===== src/hdl/wsd_pkg.sv =====
// shared types and constants for the websocket frame deframer
// no dependencies; imported by wsd_core, wsd_out_reg and websocket_frame_deframer
`timescale 1ns / 1ps
`default_nettype none

package wsd_pkg;

    // result kinds
    localparam logic [1:0] KIND_PAYLOAD = 2'd0;
    localparam logic [1:0] KIND_EMPTY   = 2'd1;
    localparam logic [1:0] KIND_ERROR   = 2'd2;

    // header decode constants
    localparam logic [6:0] LEN_CODE_16 = 7'd126;
    localparam logic [6:0] LEN_CODE_64 = 7'd127;
    localparam logic [2:0] LEN16_BYTES = 3'd2;

    localparam int REM_W = 64;

    // parser phases, one-hot
    typedef enum logic [6:0] {
        ST_START = 7'b0000001,
        ST_LEN   = 7'b0000010,
        ST_LEN16 = 7'b0000100,
        ST_LEN64 = 7'b0001000,
        ST_KEY   = 7'b0010000,
        ST_DATA  = 7'b0100000,
        ST_ERR   = 7'b1000000
    } t_state;

    // one result item
    typedef struct packed {
        logic [1:0] kind;
        logic [7:0] payload_byte;
        logic [3:0] frame_opcode;
        logic       frame_last;
    } t_result;

endpackage

`default_nettype wire


===== src/hdl/websocket_frame_deframer.sv =====
// top level of the websocket client-to-server frame deframer
// depends on wsd_pkg, wsd_core and wsd_out_reg
`timescale 1ns / 1ps
`default_nettype none

// channel   dir   handshake            payload
// input     in    i_valid / o_ready    i_rx_byte
// result    out   o_valid / i_ready    o_kind, o_payload_byte, o_frame_opcode, o_frame_last
//
// one byte is taken per cycle while o_ready is high; each byte yields zero or one result item
// a result appears on the outputs in the cycle after its byte is accepted
// o_ready is low while a result waits in the output register with i_ready low,
// so a stalled result holds the input even when the next byte yields nothing
// i_rst_n is synchronous, active low; it returns the parser to header
// parsing and clears the mask key, the length and the error lock
// after a protocol error (mask bit clear) all bytes are taken and dropped

module websocket_frame_deframer
    import wsd_pkg::*;
(
    input  wire logic       i_clk,
    input  wire logic       i_rst_n,
    // byte input
    input  wire logic       i_valid,
    output logic            o_ready,
    input  wire logic [7:0] i_rx_byte,
    // result output
    output logic            o_valid,
    input  wire logic       i_ready,
    output logic [1:0]      o_kind,
    output logic [7:0]      o_payload_byte,
    output logic [3:0]      o_frame_opcode,
    output logic            o_frame_last
);

    logic    take;
    logic    free;
    logic    res_valid;
    t_result res;
    t_result out_res;

    // a byte moves when the result side can hold whatever it produces
    assign o_ready = free;
    assign take    = i_valid && free;

    // header parse, key capture and unmasking
    wsd_core u_core (
        .i_clk       (i_clk),
        .i_rst_n     (i_rst_n),
        .i_take      (take),
        .i_rx_byte   (i_rx_byte),
        .o_res_valid (res_valid),
        .o_res       (res)
    );

    // registered result stage
    wsd_out_reg u_out (
        .i_clk       (i_clk),
        .i_rst_n     (i_rst_n),
        .i_take      (take),
        .i_res_valid (res_valid),
        .i_res       (res),
        .o_free      (free),
        .o_valid     (o_valid),
        .i_ready     (i_ready),
        .o_res       (out_res)
    );

    assign o_kind         = out_res.kind;
    assign o_payload_byte = out_res.payload_byte;
    assign o_frame_opcode = out_res.frame_opcode;
    assign o_frame_last   = out_res.frame_last;

endmodule

`default_nettype wire


===== src/hdl/wsd_core.sv =====
// header parser, mask key store and payload unmasking for one byte per cycle while i_take is high
// depends on wsd_pkg
`timescale 1ns / 1ps
`default_nettype none

module wsd_core
    import wsd_pkg::*;
(
    input  wire logic       i_clk,
    input  wire logic       i_rst_n,
    input  wire logic       i_take,
    input  wire logic [7:0] i_rx_byte,
    output logic            o_res_valid,
    output t_result         o_res
);

    t_state             r_state, n_state;
    logic [7:0]         r_key [4];
    logic [7:0]         n_key [4];
    logic [1:0]         r_key_idx, n_key_idx;
    logic [2:0]         r_len_cnt, n_len_cnt;
    logic [REM_W-1:0]   r_rem, n_rem;
    logic [3:0]         r_opcode, n_opcode;
    logic [1:0]         r_pay_idx, n_pay_idx;

    logic [2:0]         len_cnt_inc;
    logic [REM_W-1:0]   rem_dec;

    assign len_cnt_inc = r_len_cnt + 3'd1;
    assign rem_dec     = r_rem - {{(REM_W-1){1'b0}}, 1'b1};

    always_comb begin
        n_state   = r_state;
        n_key     = r_key;
        n_key_idx = r_key_idx;
        n_len_cnt = r_len_cnt;
        n_rem     = r_rem;
        n_opcode  = r_opcode;
        n_pay_idx = r_pay_idx;

        o_res_valid        = 1'b0;
        o_res              = '0;
        o_res.frame_opcode = r_opcode;

        case (r_state)
            ST_START: begin
                n_opcode = i_rx_byte[3:0];
                n_state  = ST_LEN;
            end
            ST_LEN: begin
                if (!i_rx_byte[7]) begin
                    // mask bit clear: report once and lock up
                    o_res_valid = 1'b1;
                    o_res.kind  = KIND_ERROR;
                    n_state     = ST_ERR;
                end else begin
                    n_len_cnt = '0;
                    if (i_rx_byte[6:0] == LEN_CODE_16) begin
                        n_rem   = '0;
                        n_state = ST_LEN16;
                    end else if (i_rx_byte[6:0] == LEN_CODE_64) begin
                        n_rem   = '0;
                        n_state = ST_LEN64;
                    end else begin
                        n_rem     = {{(REM_W-7){1'b0}}, i_rx_byte[6:0]};
                        n_key_idx = '0;
                        n_state   = ST_KEY;
                    end
                end
            end
            ST_LEN16, ST_LEN64: begin
                n_rem     = {r_rem[REM_W-9:0], i_rx_byte};
                n_len_cnt = len_cnt_inc;
                if ((r_state == ST_LEN16 && len_cnt_inc == LEN16_BYTES) ||
                    (r_state == ST_LEN64 && len_cnt_inc == 3'd0)) begin
                    n_len_cnt = '0;
                    n_key_idx = '0;
                    n_state   = ST_KEY;
                end
            end
            ST_KEY: begin
                n_key[r_key_idx] = i_rx_byte;
                n_key_idx        = r_key_idx + 2'd1;
                if (r_key_idx == 2'd3) begin
                    n_pay_idx = '0;
                    if (r_rem == '0) begin
                        // empty frame ends right after the key
                        o_res_valid      = 1'b1;
                        o_res.kind       = KIND_EMPTY;
                        o_res.frame_last = 1'b1;
                        n_state          = ST_START;
                        n_key_idx        = '0;
                        n_len_cnt        = '0;
                        n_rem            = '0;
                    end else begin
                        n_state = ST_DATA;
                    end
                end
            end
            ST_DATA: begin
                o_res_valid        = 1'b1;
                o_res.kind         = KIND_PAYLOAD;
                o_res.payload_byte = i_rx_byte ^ r_key[r_pay_idx];
                n_pay_idx          = r_pay_idx + 2'd1;
                n_rem              = rem_dec;
                if (rem_dec == '0) begin
                    o_res.frame_last = 1'b1;
                    n_state          = ST_START;
                    n_key_idx        = '0;
                    n_len_cnt        = '0;
                    n_pay_idx        = '0;
                end
            end
            ST_ERR: begin
                // bytes dropped until reset
            end
            default: begin
                n_state   = ST_START;
                n_key_idx = '0;
                n_len_cnt = '0;
                n_rem     = '0;
                n_pay_idx = '0;
            end
        endcase
    end

    always_ff @(posedge i_clk) begin
        if (!i_rst_n) begin
            r_state   <= ST_START;
            r_key     <= '{default: '0};
            r_key_idx <= '0;
            r_len_cnt <= '0;
            r_rem     <= '0;
            r_opcode  <= '0;
            r_pay_idx <= '0;
        end else if (i_take) begin
            r_state   <= n_state;
            r_key     <= n_key;
            r_key_idx <= n_key_idx;
            r_len_cnt <= n_len_cnt;
            r_rem     <= n_rem;
            r_opcode  <= n_opcode;
            r_pay_idx <= n_pay_idx;
        end
    end

    // error result locks the parser
    a_err_locks: assert property (@(posedge i_clk) disable iff (!i_rst_n)
        (i_take && o_res_valid && o_res.kind == KIND_ERROR) |=> r_state == ST_ERR)
        else $error("error result did not lock the parser");

    // nothing comes out once locked
    a_err_silent: assert property (@(posedge i_clk) disable iff (!i_rst_n)
        r_state == ST_ERR |-> !o_res_valid)
        else $error("result produced while in error");

    // the last result of a frame returns to header parsing
    a_last_restart: assert property (@(posedge i_clk) disable iff (!i_rst_n)
        (i_take && o_res_valid && o_res.frame_last) |=> r_state == ST_START)
        else $error("frame end did not restart header parsing");

    // a data phase always has bytes left
    a_data_nonzero: assert property (@(posedge i_clk) disable iff (!i_rst_n)
        r_state == ST_DATA |-> r_rem != '0)
        else $error("data phase with zero remaining length");

endmodule

`default_nettype wire


===== src/hdl/wsd_out_reg.sv =====
// output register for result items, decouples the parser from downstream stalls
// depends on wsd_pkg
`timescale 1ns / 1ps
`default_nettype none

module wsd_out_reg
    import wsd_pkg::*;
(
    input  wire logic    i_clk,
    input  wire logic    i_rst_n,
    input  wire logic    i_take,
    input  wire logic    i_res_valid,
    input  wire t_result i_res,
    output logic         o_free,
    output logic         o_valid,
    input  wire logic    i_ready,
    output t_result      o_res
);

    logic    r_valid;
    t_result r_res;

    // room when empty or when the held item leaves this cycle
    assign o_free  = !r_valid || i_ready;
    assign o_valid = r_valid;
    assign o_res   = r_res;

    always_ff @(posedge i_clk) begin
        if (!i_rst_n) begin
            r_valid <= 1'b0;
        end else if (i_take) begin
            r_valid <= i_res_valid;
        end else if (i_ready) begin
            r_valid <= 1'b0;
        end
    end

    always_ff @(posedge i_clk) begin
        if (i_take && i_res_valid) begin
            r_res <= i_res;
        end
    end

endmodule

`default_nettype wire


===== config.mk =====
export PLATFORM = sky130hd
export DESIGN_NAME = websocket_frame_deframer
export DESIGN_NICKNAME = d
export VERILOG_FILES = /design/src/hdl/wsd_pkg.sv /design/src/hdl/websocket_frame_deframer.sv /design/src/hdl/wsd_core.sv /design/src/hdl/wsd_out_reg.sv
export SDC_FILE = /design/constraint.sdc
export NUM_CORES = 1
export LEC_CHECK = 0
export BUFFER_PORTS_ARGS = -buffer_cell sky130_fd_sc_hd__buf_2
export CORE_UTILIZATION = 40
export DETAILED_ROUTE_END_ITERATION = 16
export PLACE_DENSITY = 0.69
export SYNTH_ARGS = -nofsm -noshare
export SYNTH_HDL_FRONTEND = slang
export SYNTH_SLANG_ARGS = --single-unit

===== constraint.sdc =====
create_clock -name i_clk -period 3 [get_ports i_clk]
set_input_delay 0 -clock i_clk [delete_from_list [all_inputs] [get_ports i_clk]]
set_output_delay 0 -clock i_clk [all_outputs]
set_load 0.03 [all_outputs]

==> summary.log, run 1 <==
INFO  cells_and_area synthToLayoutAreaGrowth=47.45%
INFO  floorplanning  top_level_i_o_count=29
INFO  placed_design  io_buffer_count=28
INFO  cells_and_area num_antenna_cells=0
INFO  critical_path  endpoint_kind=register
INFO  cells_and_area final_cells=1602
INFO  timing         post-route-period-util=106.7%
INFO  grt            globalRoute.totalOverflow=0
INFO  placed_design  dp_hpwl=22080um
INFO  placed_design  globalplace.congestion=1.048
INFO  routing        detailroute.via_count=10100
INFO  synthesis      synth.distinct_cells=76
INFO  clock_network  clk_latency=0.44ns
INFO  status         failed_checks=setup timing
INFO  placed_design  placed_cells_incl_taps=1519
INFO  routing        avg_vias_per_cell=6.306
INFO  routing        drt_first_pass_iters=6
INFO  synthesis      post_synth_edffs=15
INFO  job            number_of_max_cap_violations=0
INFO  clock_network  worst_setup_hold_path_clk_slew=0.07ns
INFO  clock_network  ctsHtreeMaxLevel=4
INFO  timing         worst_clock_skew=0.01228ns
INFO  timing         worst_slew_pin_slew=0.9793ns
INFO  worst_hold_path hold_class=in -> reg
INFO  status         outcome=complete, but fails checks
INFO  grt            grt_antenna_before_repair=0
INFO  synthesis      ys_warn_count=0
INFO  critical_path  cp_max_fo=5
INFO  timing         layout_setup_ws=-0.1999ns
INFO  power_and_ir_drop power.leakage=5.062nW
INFO  timing         timing_hold_violations_final=0
INFO  clock_network  num_cts_buffers=17
INFO  floorplanning  core_area=20960um^2
INFO  timing         slew_viol_final=0
INFO  grt            number_of_global_route_vias_before_repair=9013
INFO  routing        route.detailed.wl_per_inst=21.34um
INFO  clock_network  cts_buffer_depth=2
INFO  synthesis      synthCells=1082
INFO  synthesis      synth_area_per_cell=7.902um^2
INFO  grt            grt_pass1_wl=49300um
INFO  power_and_ir_drop maximum_resistive_drop_on_vdd=0.0003936V
INFO  routing        route.final.wire_length=34180um
INFO  routing        detailedRoute.firstIterationViolations=1111
INFO  power_and_ir_drop flop_pwr_share=27.0%
INFO  synthesis      ys_dominant_reg_cell=sky130_fd_sc_hd__dfxtp_1
INFO  synthesis      mappedNetlistNets=1104
INFO  routing        remaining_drc_errors=0
INFO  floorplanning  floorplan.rows=53
INFO  clock_network  count_of_clock_tree_sinks=130
INFO  clock_network  cts_tree=yes
INFO  clock_network  ctsRootBufferMaster=sky130_fd_sc_hd__clkbuf_16
INFO  power_and_ir_drop power.share.switching=37.41%
INFO  synthesis      async_flop_share=0%
INFO  synthesis      synth-seq-cells=130
INFO  power_and_ir_drop combPwrFrac=42.8%
INFO  floorplanning  start_util=40.80%
INFO  cells_and_area final_nets=1336
INFO  timing         fmax=0.3125GHz
INFO  critical_path  critical_path_arrival=3.55ns
INFO  grt            grt_max_degree=58
INFO  critical_path  critPathRequiredTime=3.35ns
INFO  critical_path  worst-setup-path-type=reg -> reg
INFO  floorplanning  die_outline_area=21960um^2
INFO  floorplanning  dieWidth=148.2um
INFO  power_and_ir_drop p_per_area=549.8nW/um^2
INFO  power_and_ir_drop netSwitchingPower=2.593mW
INFO  synthesis      portion_of_the_post_synthesis_area_used_by_sequential_elements=32.20%
INFO  synthesis      mappedNetlistArea=8549um^2
INFO  cells_and_area proportion_of_layout_cells_with_a_drive_suffix_above_1=38.88%
INFO  grt            grt_util_all_layers=28.90%
INFO  routing        postRouteAntennaNets=0
INFO  timing         tightest_slew_margin_relative_to_the_limit=34.71%
INFO  power_and_ir_drop total_internal_power=4.338mW
INFO  timing         finalSetupViolCount=15
INFO  timing         fin_setup_tns=-0.9016ns
INFO  power_and_ir_drop clkPwrFrac=30.2%
INFO  timing         whs=0.2188ns
INFO  timing         period_needed=3.200ns
INFO  floorplanning  dieHeight=148.2um
INFO  critical_path  crit_path_start_kind=register
INFO  timing         grt_setup_unrepaired=yes
## worst max-delay path: stages, from the launching register on
cell and delay, ns:
sky130_fd_sc_hd__dfxtp_2 0.33, sky130_fd_sc_hd__inv_1 0.11, sky130_fd_sc_hd__ha_4 0.18, sky130_fd_sc_hd__nor3b_2 0.20, sky130_fd_sc_hd__buf_4 0.16, sky130_fd_sc_hd__nand4_1 0.16
sky130_fd_sc_hd__o21ai_0 0.34, sky130_fd_sc_hd__buf_4 0.17, sky130_fd_sc_hd__nand4_1 0.12, sky130_fd_sc_hd__nor4b_1 0.32, sky130_fd_sc_hd__buf_4 0.16, sky130_fd_sc_hd__and4_1 0.19
sky130_fd_sc_hd__nand4_1 0.19, sky130_fd_sc_hd__a21oi_2 0.25, sky130_fd_sc_hd__mux2i_1 0.22
## synthesized netlist by cell type (4+ instances only)
cell | instances | area share, %
sky130_fd_sc_hd__a31oi_1 | 5 | 0.37
sky130_fd_sc_hd__nor3b_1 | 22 | 1.9
sky130_fd_sc_hd__a21boi_0 | 32 | 2.8
sky130_fd_sc_hd__o211a_1 | 9 | 1.1
sky130_fd_sc_hd__inv_1 | 15 | 0.66
sky130_fd_sc_hd__mux2i_1 | 6 | 0.70
sky130_fd_sc_hd__nand3_1 | 51 | 3.0
sky130_fd_sc_hd__ha_1 | 10 | 1.5
sky130_fd_sc_hd__nor4b_1 | 8 | 0.82
sky130_fd_sc_hd__o211ai_1 | 9 | 0.79
sky130_fd_sc_hd__a21oi_1 | 43 | 2.5
sky130_fd_sc_hd__o22ai_1 | 4 | 0.29
sky130_fd_sc_hd__or3_1 | 14 | 1.0
sky130_fd_sc_hd__a221oi_1 | 19 | 1.9
sky130_fd_sc_hd__nand2_1 | 97 | 4.3
sky130_fd_sc_hd__and4_1 | 4 | 0.41
sky130_fd_sc_hd__o21a_1 | 5 | 0.44
sky130_fd_sc_hd__edfxtp_1 | 15 | 5.3
sky130_fd_sc_hd__buf_2 | 17 | 1.0
sky130_fd_sc_hd__dfxtp_1 | 115 | 27
sky130_fd_sc_hd__and2_1 | 20 | 1.5
sky130_fd_sc_hd__nand2b_1 | 7 | 0.51
sky130_fd_sc_hd__clkbuf_1 | 75 | 3.3
sky130_fd_sc_hd__nor4_4 | 5 | 1.2
sky130_fd_sc_hd__nor3_1 | 44 | 2.6
sky130_fd_sc_hd__o31ai_1 | 8 | 0.70
sky130_fd_sc_hd__nor2_1 | 93 | 4.1
sky130_fd_sc_hd__nand4_1 | 27 | 2.0
sky130_fd_sc_hd__buf_1 | 5 | 0.22
sky130_fd_sc_hd__xor2_1 | 13 | 1.3
sky130_fd_sc_hd__nor2b_1 | 33 | 2.4
sky130_fd_sc_hd__nand3b_1 | 4 | 0.35
sky130_fd_sc_hd__mux4_2 | 8 | 2.1
sky130_fd_sc_hd__nor4_1 | 43 | 3.1
sky130_fd_sc_hd__xnor2_1 | 25 | 2.6
sky130_fd_sc_hd__o21ai_0 | 67 | 3.9
sky130_fd_sc_hd__or4_1 | 12 | 1.1
sky130_fd_sc_hd__or2_2 | 8 | 0.59
sky130_fd_sc_hd__a22oi_1 | 17 | 1.5
sky130_fd_sc_hd__nor4_2 | 6 | 0.88
sky130_fd_sc_hd__and3_1 | 7 | 0.51
## flip-flops by register name, indices dropped and copies added (netlist names)
name	flops
u_core.r_key_idx	2
u_core.r_key	32
u_core.r_state	7
u_core.r_pay_idx	2
u_out.o_valid	1
u_core.r_rem	64
u_out.o_res	15
u_core.r_len_cnt	3
u_core.r_opcode	4
## power by group through the flow
stage | Sequential, mW | Combinational [mW] | Clock (mW)
after floorplan | 1.88 | 1.14 | 0
after global placement | 1.90 | 2.20 | 0
after detailed placement | 1.90 | 2.20 | 0
after CTS | 1.86 | 2.42 | 2.11
after global routing | 1.88 | 3.09 | 2.18
final | 1.87 | 2.96 | 2.10
## logic make-up (layout without fill, tap and decap cells)
group / count (synthesis) / in the layout / share of synthesized area, %
adders and majority gates: 10 / 10 / 1.463
xor gates and xnor gates: 38 / 38 / 3.893
DFF: 130 / 130 / 32.20
muxes: 14 / 14 / 2.810
buffers and inverters: 119 / 363 / 5.854
AOI/OAI and AO/OA: 248 / 248 / 19.45
and+or+nand+nor: 523 / 524 / 34.33
## layout by cell type, fill, tap and decap left out, drive strengths merged, types with 7 or more instances in the layout
master	synthesis	routed
buf	27	298
dfxtp	115	115
nand2	97	97
nor2	93	93
o21ai	69	69
nor4	54	54
nand3	51	51
nor3	46	46
a21oi	45	45
nor2b	33	33
a21boi	32	32
nand4	30	30
inv	15	26
clkbuf	77	25
xnor2	25	25
nor3b	22	22
and2	21	21
a221oi	19	19
a22oi	17	17
edfxtp	15	15
or3	14	14
xor2	13	13
or4	13	13
dlygate4sd3	0	10
ha	10	10
or2	9	10
o211ai	9	9
o211a	9	9
mux4	8	8
and3	8	8
o31ai	8	8
nor4b	8	8
nand2b	7	7
## repair_timing
| action | CTS | global route |
|---|---|---|
| endpoints found under the setup margin | 56 | 84 |
| hold endpoints to repair | 34 | 0 |
| gates cloned | 2 | 11 |
| hold buffers | 10 | 0 |
| pin swaps | 18 | 60 |
| setup buffers | 11 | 19 |
| resized for setup | 50 | 184 |
## per-stage QoR
step / utilization [%] / cell area (um^2) / worst slack (ns) / total power, mW
after floorplan: - / 8586 / -0.09278 / 3.019
after global placement: 50.27 / 10530 / -0.3005 / 4.096
after detailed placement: 50.27 / 10530 / -0.3135 / 4.103
after CTS: 55.30 / 11590 / -0.1705 / 6.397
after global routing: 60.16 / 12610 / -0.3738 / 7.147
final: 60.16 / 12610 / -0.1999 / 6.931
## path summary, 6_finish.rpt
path | cells after the start | endpoint | start | slack [ns]
min | 2 | u_core.r_state[0] | i_rst_n | 0.22
max | 14 | u_core.r_key_idx[0] | u_core.r_rem[0] | -0.20
min reg2reg | 0 | u_out.o_res[2] | u_core.r_opcode[1] | 0.45
max reg2reg | 14 | u_core.r_key_idx[0] | u_core.r_rem[0] | -0.20
## metal layers
metal / part of all wire (%) / vias up / GRT usage (%)
met3: 10 / 181 / 5.000
met5: 0 / - / 0
met4: 5.2 / 0 / 13.14
met1: 39 / 4802 / 37.83
met2: 46 / 651 / 46.36
li1: - / 4468 / -
## area by class of cell
class / instances / area, um^2
Timing Repair Buffer: 316 / 2741
Multi-Input combinational cell: 834 / 6115
Inverter: 15 / 56.30
Sequential cell: 130 / 2771
Fill cell: 1794 / 8349
Clock buffer: 17 / 425.4
Clock inverter: 15 / 152.6
Tap cell: 275 / 344.1
(Power assumes the default switching activity.)
==> inputs of run 2 (changes only) <==
Settings changed: CORE_UTILIZATION 40 to 35, PLACE_DENSITY 0.69 to 0.63.
Clock period 3 ns to 2.9 ns, I/O delays scaled along.
==> run 2 against run 1 <==
Against the previous run:
- the flow still finishes with violations (setup timing)
- sequential share of layout area shrank 1.3 points
- via count grew 0.49%
- flip-flop and latch count is the same
- utilization shrank 3.3 points
- maximum frequency grew 0.81%
- register-to-register slack lost 0.07 ns
- final area grew 6.8%
==> summary.log, run 2 (synthesis gave the netlist of run 1 again) <==
INFO  status         outcome=complete, but fails checks
INFO  status         failed_checks=setup timing
INFO  clock_network  cts_buffer_depth=2
INFO  cells_and_area final_nets=1383
INFO  floorplanning  floorplan.rows=56
INFO  clock_network  ctsHtreeMaxLevel=4
INFO  timing         period_needed=3.174ns
INFO  placed_design  preCtsSetupSlack=-0.4684ns
INFO  critical_path  endpoint_kind=register
INFO  critical_path  critPathBufInv=3
INFO  floorplanning  start_util=36.10%
INFO  critical_path  top_cell_family_by_delay_on_the_critical_path=simple AND/OR/NAND/NOR gates
INFO  critical_path  cp-startpoint=u_core.r_rem[2]
INFO  placed_design  placed_cells_incl_taps=1600
INFO  grt            number_of_global_route_vias_before_repair=9273
INFO  cells_and_area final_core_utilization=56.82%
INFO  timing         worst_slew_pin_slew=1.020ns
INFO  critical_path  r2r_end=u_core.r_state[4]
INFO  clock_network  worst_setup_hold_path_clk_slew=0.07ns
INFO  timing         grt_setup_unrepaired=yes
INFO  timing         layout_setup_ws=-0.2741ns
INFO  routing        route.final.wire_length=35300um
INFO  timing         whs=0.02872ns
INFO  job            number_of_max_cap_violations=0
INFO  routing        postRouteAntennaNets=0
INFO  clock_network  clk_latency=0.44ns
INFO  cells_and_area num_antenna_cells=0
INFO  critical_path  worst_path_largest_cell_delay=0.46ns
INFO  placed_design  dp_hpwl=22220um
INFO  cells_and_area mostFrequentLayoutCells=275 x sky130_fd_sc_hd__buf_4, 101 x sky130_fd_sc_hd__dfxtp_1, 94 x sky130_fd_sc_hd__nand2_1
INFO  clock_network  count_of_clock_tree_sinks=130
INFO  power_and_ir_drop p_per_area=562.0nW/um^2
INFO  floorplanning  core_area=23680um^2
INFO  grt            grt_antenna_before_repair=0
INFO  routing        detailedRoute.firstIterationViolations=1083
INFO  critical_path  timing.critical_path.to=u_core.r_state[4]
INFO  critical_path  crit_path_start_kind=register
INFO  timing         post-route-period-util=109.5%
INFO  critical_path  critPathSlowestCell=sky130_fd_sc_hd__or4_4
INFO  grt            globalRoute.totalOverflow=0
INFO  placed_design  globalplace.congestion=1.046
INFO  floorplanning  top_level_i_o_count=29
INFO  clock_network  num_cts_buffers=17
INFO  grt            grt_pass1_wl=50180um
INFO  critical_path  critical_path_arrival=3.49ns
INFO  cells_and_area largest_register_ffs=64
INFO  timing         fmax=0.3150GHz
INFO  routing        route.detailed.wl_per_inst=20.85um
INFO  clock_network  ctsRootBufferMaster=sky130_fd_sc_hd__clkbuf_16
INFO  critical_path  critical_path.cell_chain=buf_12 > nor4_4 > buf_4 > nand4_4 > or4_4 > buf_6 > or4_4 > and2_4 > o2111a_1 > and3_4 > a311o_1 > o311a_1
INFO  floorplanning  die_outline_area=25060um^2
INFO  critical_path  critical_path_cell_count=12
INFO  placed_design  io_buffer_count=28
INFO  routing        detailroute.via_count=10150
INFO  timing         timing_hold_violations_final=0
INFO  critical_path  worst-setup-path-type=reg -> reg
INFO  cells_and_area final_cells=1693
INFO  cells_and_area most_common_cell_after_layout_fill_and_taps_aside=sky130_fd_sc_hd__buf_4
INFO  routing        drt_first_pass_iters=8
INFO  routing        remaining_drc_errors=0
INFO  floorplanning  dieHeight=158.3um
INFO  clock_network  cts_tree=yes
INFO  floorplanning  dieWidth=158.3um
INFO  grt            grt_max_degree=66
INFO  grt            grt_util_all_layers=26.05%
INFO  critical_path  worst_r2r_path_depth=12
INFO  worst_hold_path hold_class=in -> reg
INFO  timing         finalSetupViolCount=47
INFO  cells_and_area proportion_of_layout_cells_with_a_drive_suffix_above_1=44.32%
INFO  critical_path  cp_max_fo=9
INFO  timing         slew_viol_final=0
INFO  power_and_ir_drop maximum_resistive_drop_on_vdd=0.0003896V
INFO  critical_path  worstReg2RegStart=u_core.r_rem[2]
INFO  timing         tightest_slew_margin_relative_to_the_limit=32.00%
INFO  cells_and_area regMostFlops=u_core.r_rem
INFO  critical_path  critPathRequiredTime=3.22ns
INFO  routing        avg_vias_per_cell=5.996
INFO  critical_path  timing.critical_path.mode_cell=sky130_fd_sc_hd__or4_4
INFO  critical_path  r2r_setup_slack=-0.27ns
INFO  cells_and_area synthToLayoutAreaGrowth=57.40%
INFO  timing         worst_clock_skew=0.01641ns
INFO  power_and_ir_drop power.leakage=5.414nW
run 2: cell count changes in the layout (fill, tap and decap cells not counted), sizes merged:
cell | previous run | this run
buf | 298 | 346
clkbuf | 25 | 24
clkinv | 1 | 2
clkinvlp | 3 | 2
run 2: power breakdown:
part / internal (mW) / switching, mW
Sequential: 1.87 / 0.0584
Clock: 1.15 / 1.02
Combinational: 1.68 / 1.78
Total: 4.70 / 2.86
run 2: through the flow:
step / area (um^2) / total power [mW] / setup TNS, ns
2_1_floorplan: 8620 / 3.143 / -1.758
3_3_place_gp: 10880 / 4.389 / -13.52
3_5_place_dp: 10880 / 4.393 / -16.17
4_1_cts: 12120 / 6.849 / -1.295
5_1_grt: 13460 / 7.800 / -8.646
6_report: 13460 / 7.562 / -3.381
run 2: area by class of cell:
class,count,area (um^2)
Clock buffer,17,425.4
Clock inverter,15,153.9
Fill cell,2041,10230
Inverter,15,56.30
Multi-Input combinational cell,834,6500
Sequential cell,130,2778
Tap cell,319,399.1
Timing Repair Buffer,363,3144
run 2: per-layer routing:
layer / share of wire (%) / global-route usage [%]
met1: 40 / 33.45
met2: 45 / 41.60
met3: 8.9 / 5.063
met4: 5.6 / 12.87
met5: 0 / 0
run 2: how the worst min path moves through the flow:
| stage | startpoint | endpoint | slack, ns | cells past startpoint |
|---|---|---|---|---|
| detailed placement | i_rx_byte[0] | u_core.r_state[2] | 0.33 | 2 |
| CTS | i_rst_n | u_core.r_state[0] | 0.03 | 2 |
| global placement | i_rx_byte[0] | u_core.r_state[2] | 0.33 | 2 |
| global route | i_rst_n | u_core.r_state[0] | 0.04 | 2 |
| floorplan | i_rx_byte[0] | u_core.r_state[2] | 0.10 | 1 |
| finish | i_rst_n | u_core.r_state[0] | 0.03 | 2 |
run 2: timing repair:
action	in CTS	in global routing
hold endpoints to repair	34	0
gates cloned	5	10
buffers inserted	15	23
endpoints found under the setup margin	76	76
pin swaps	27	88
gates resized for setup	81	238
hold buffers	10	0
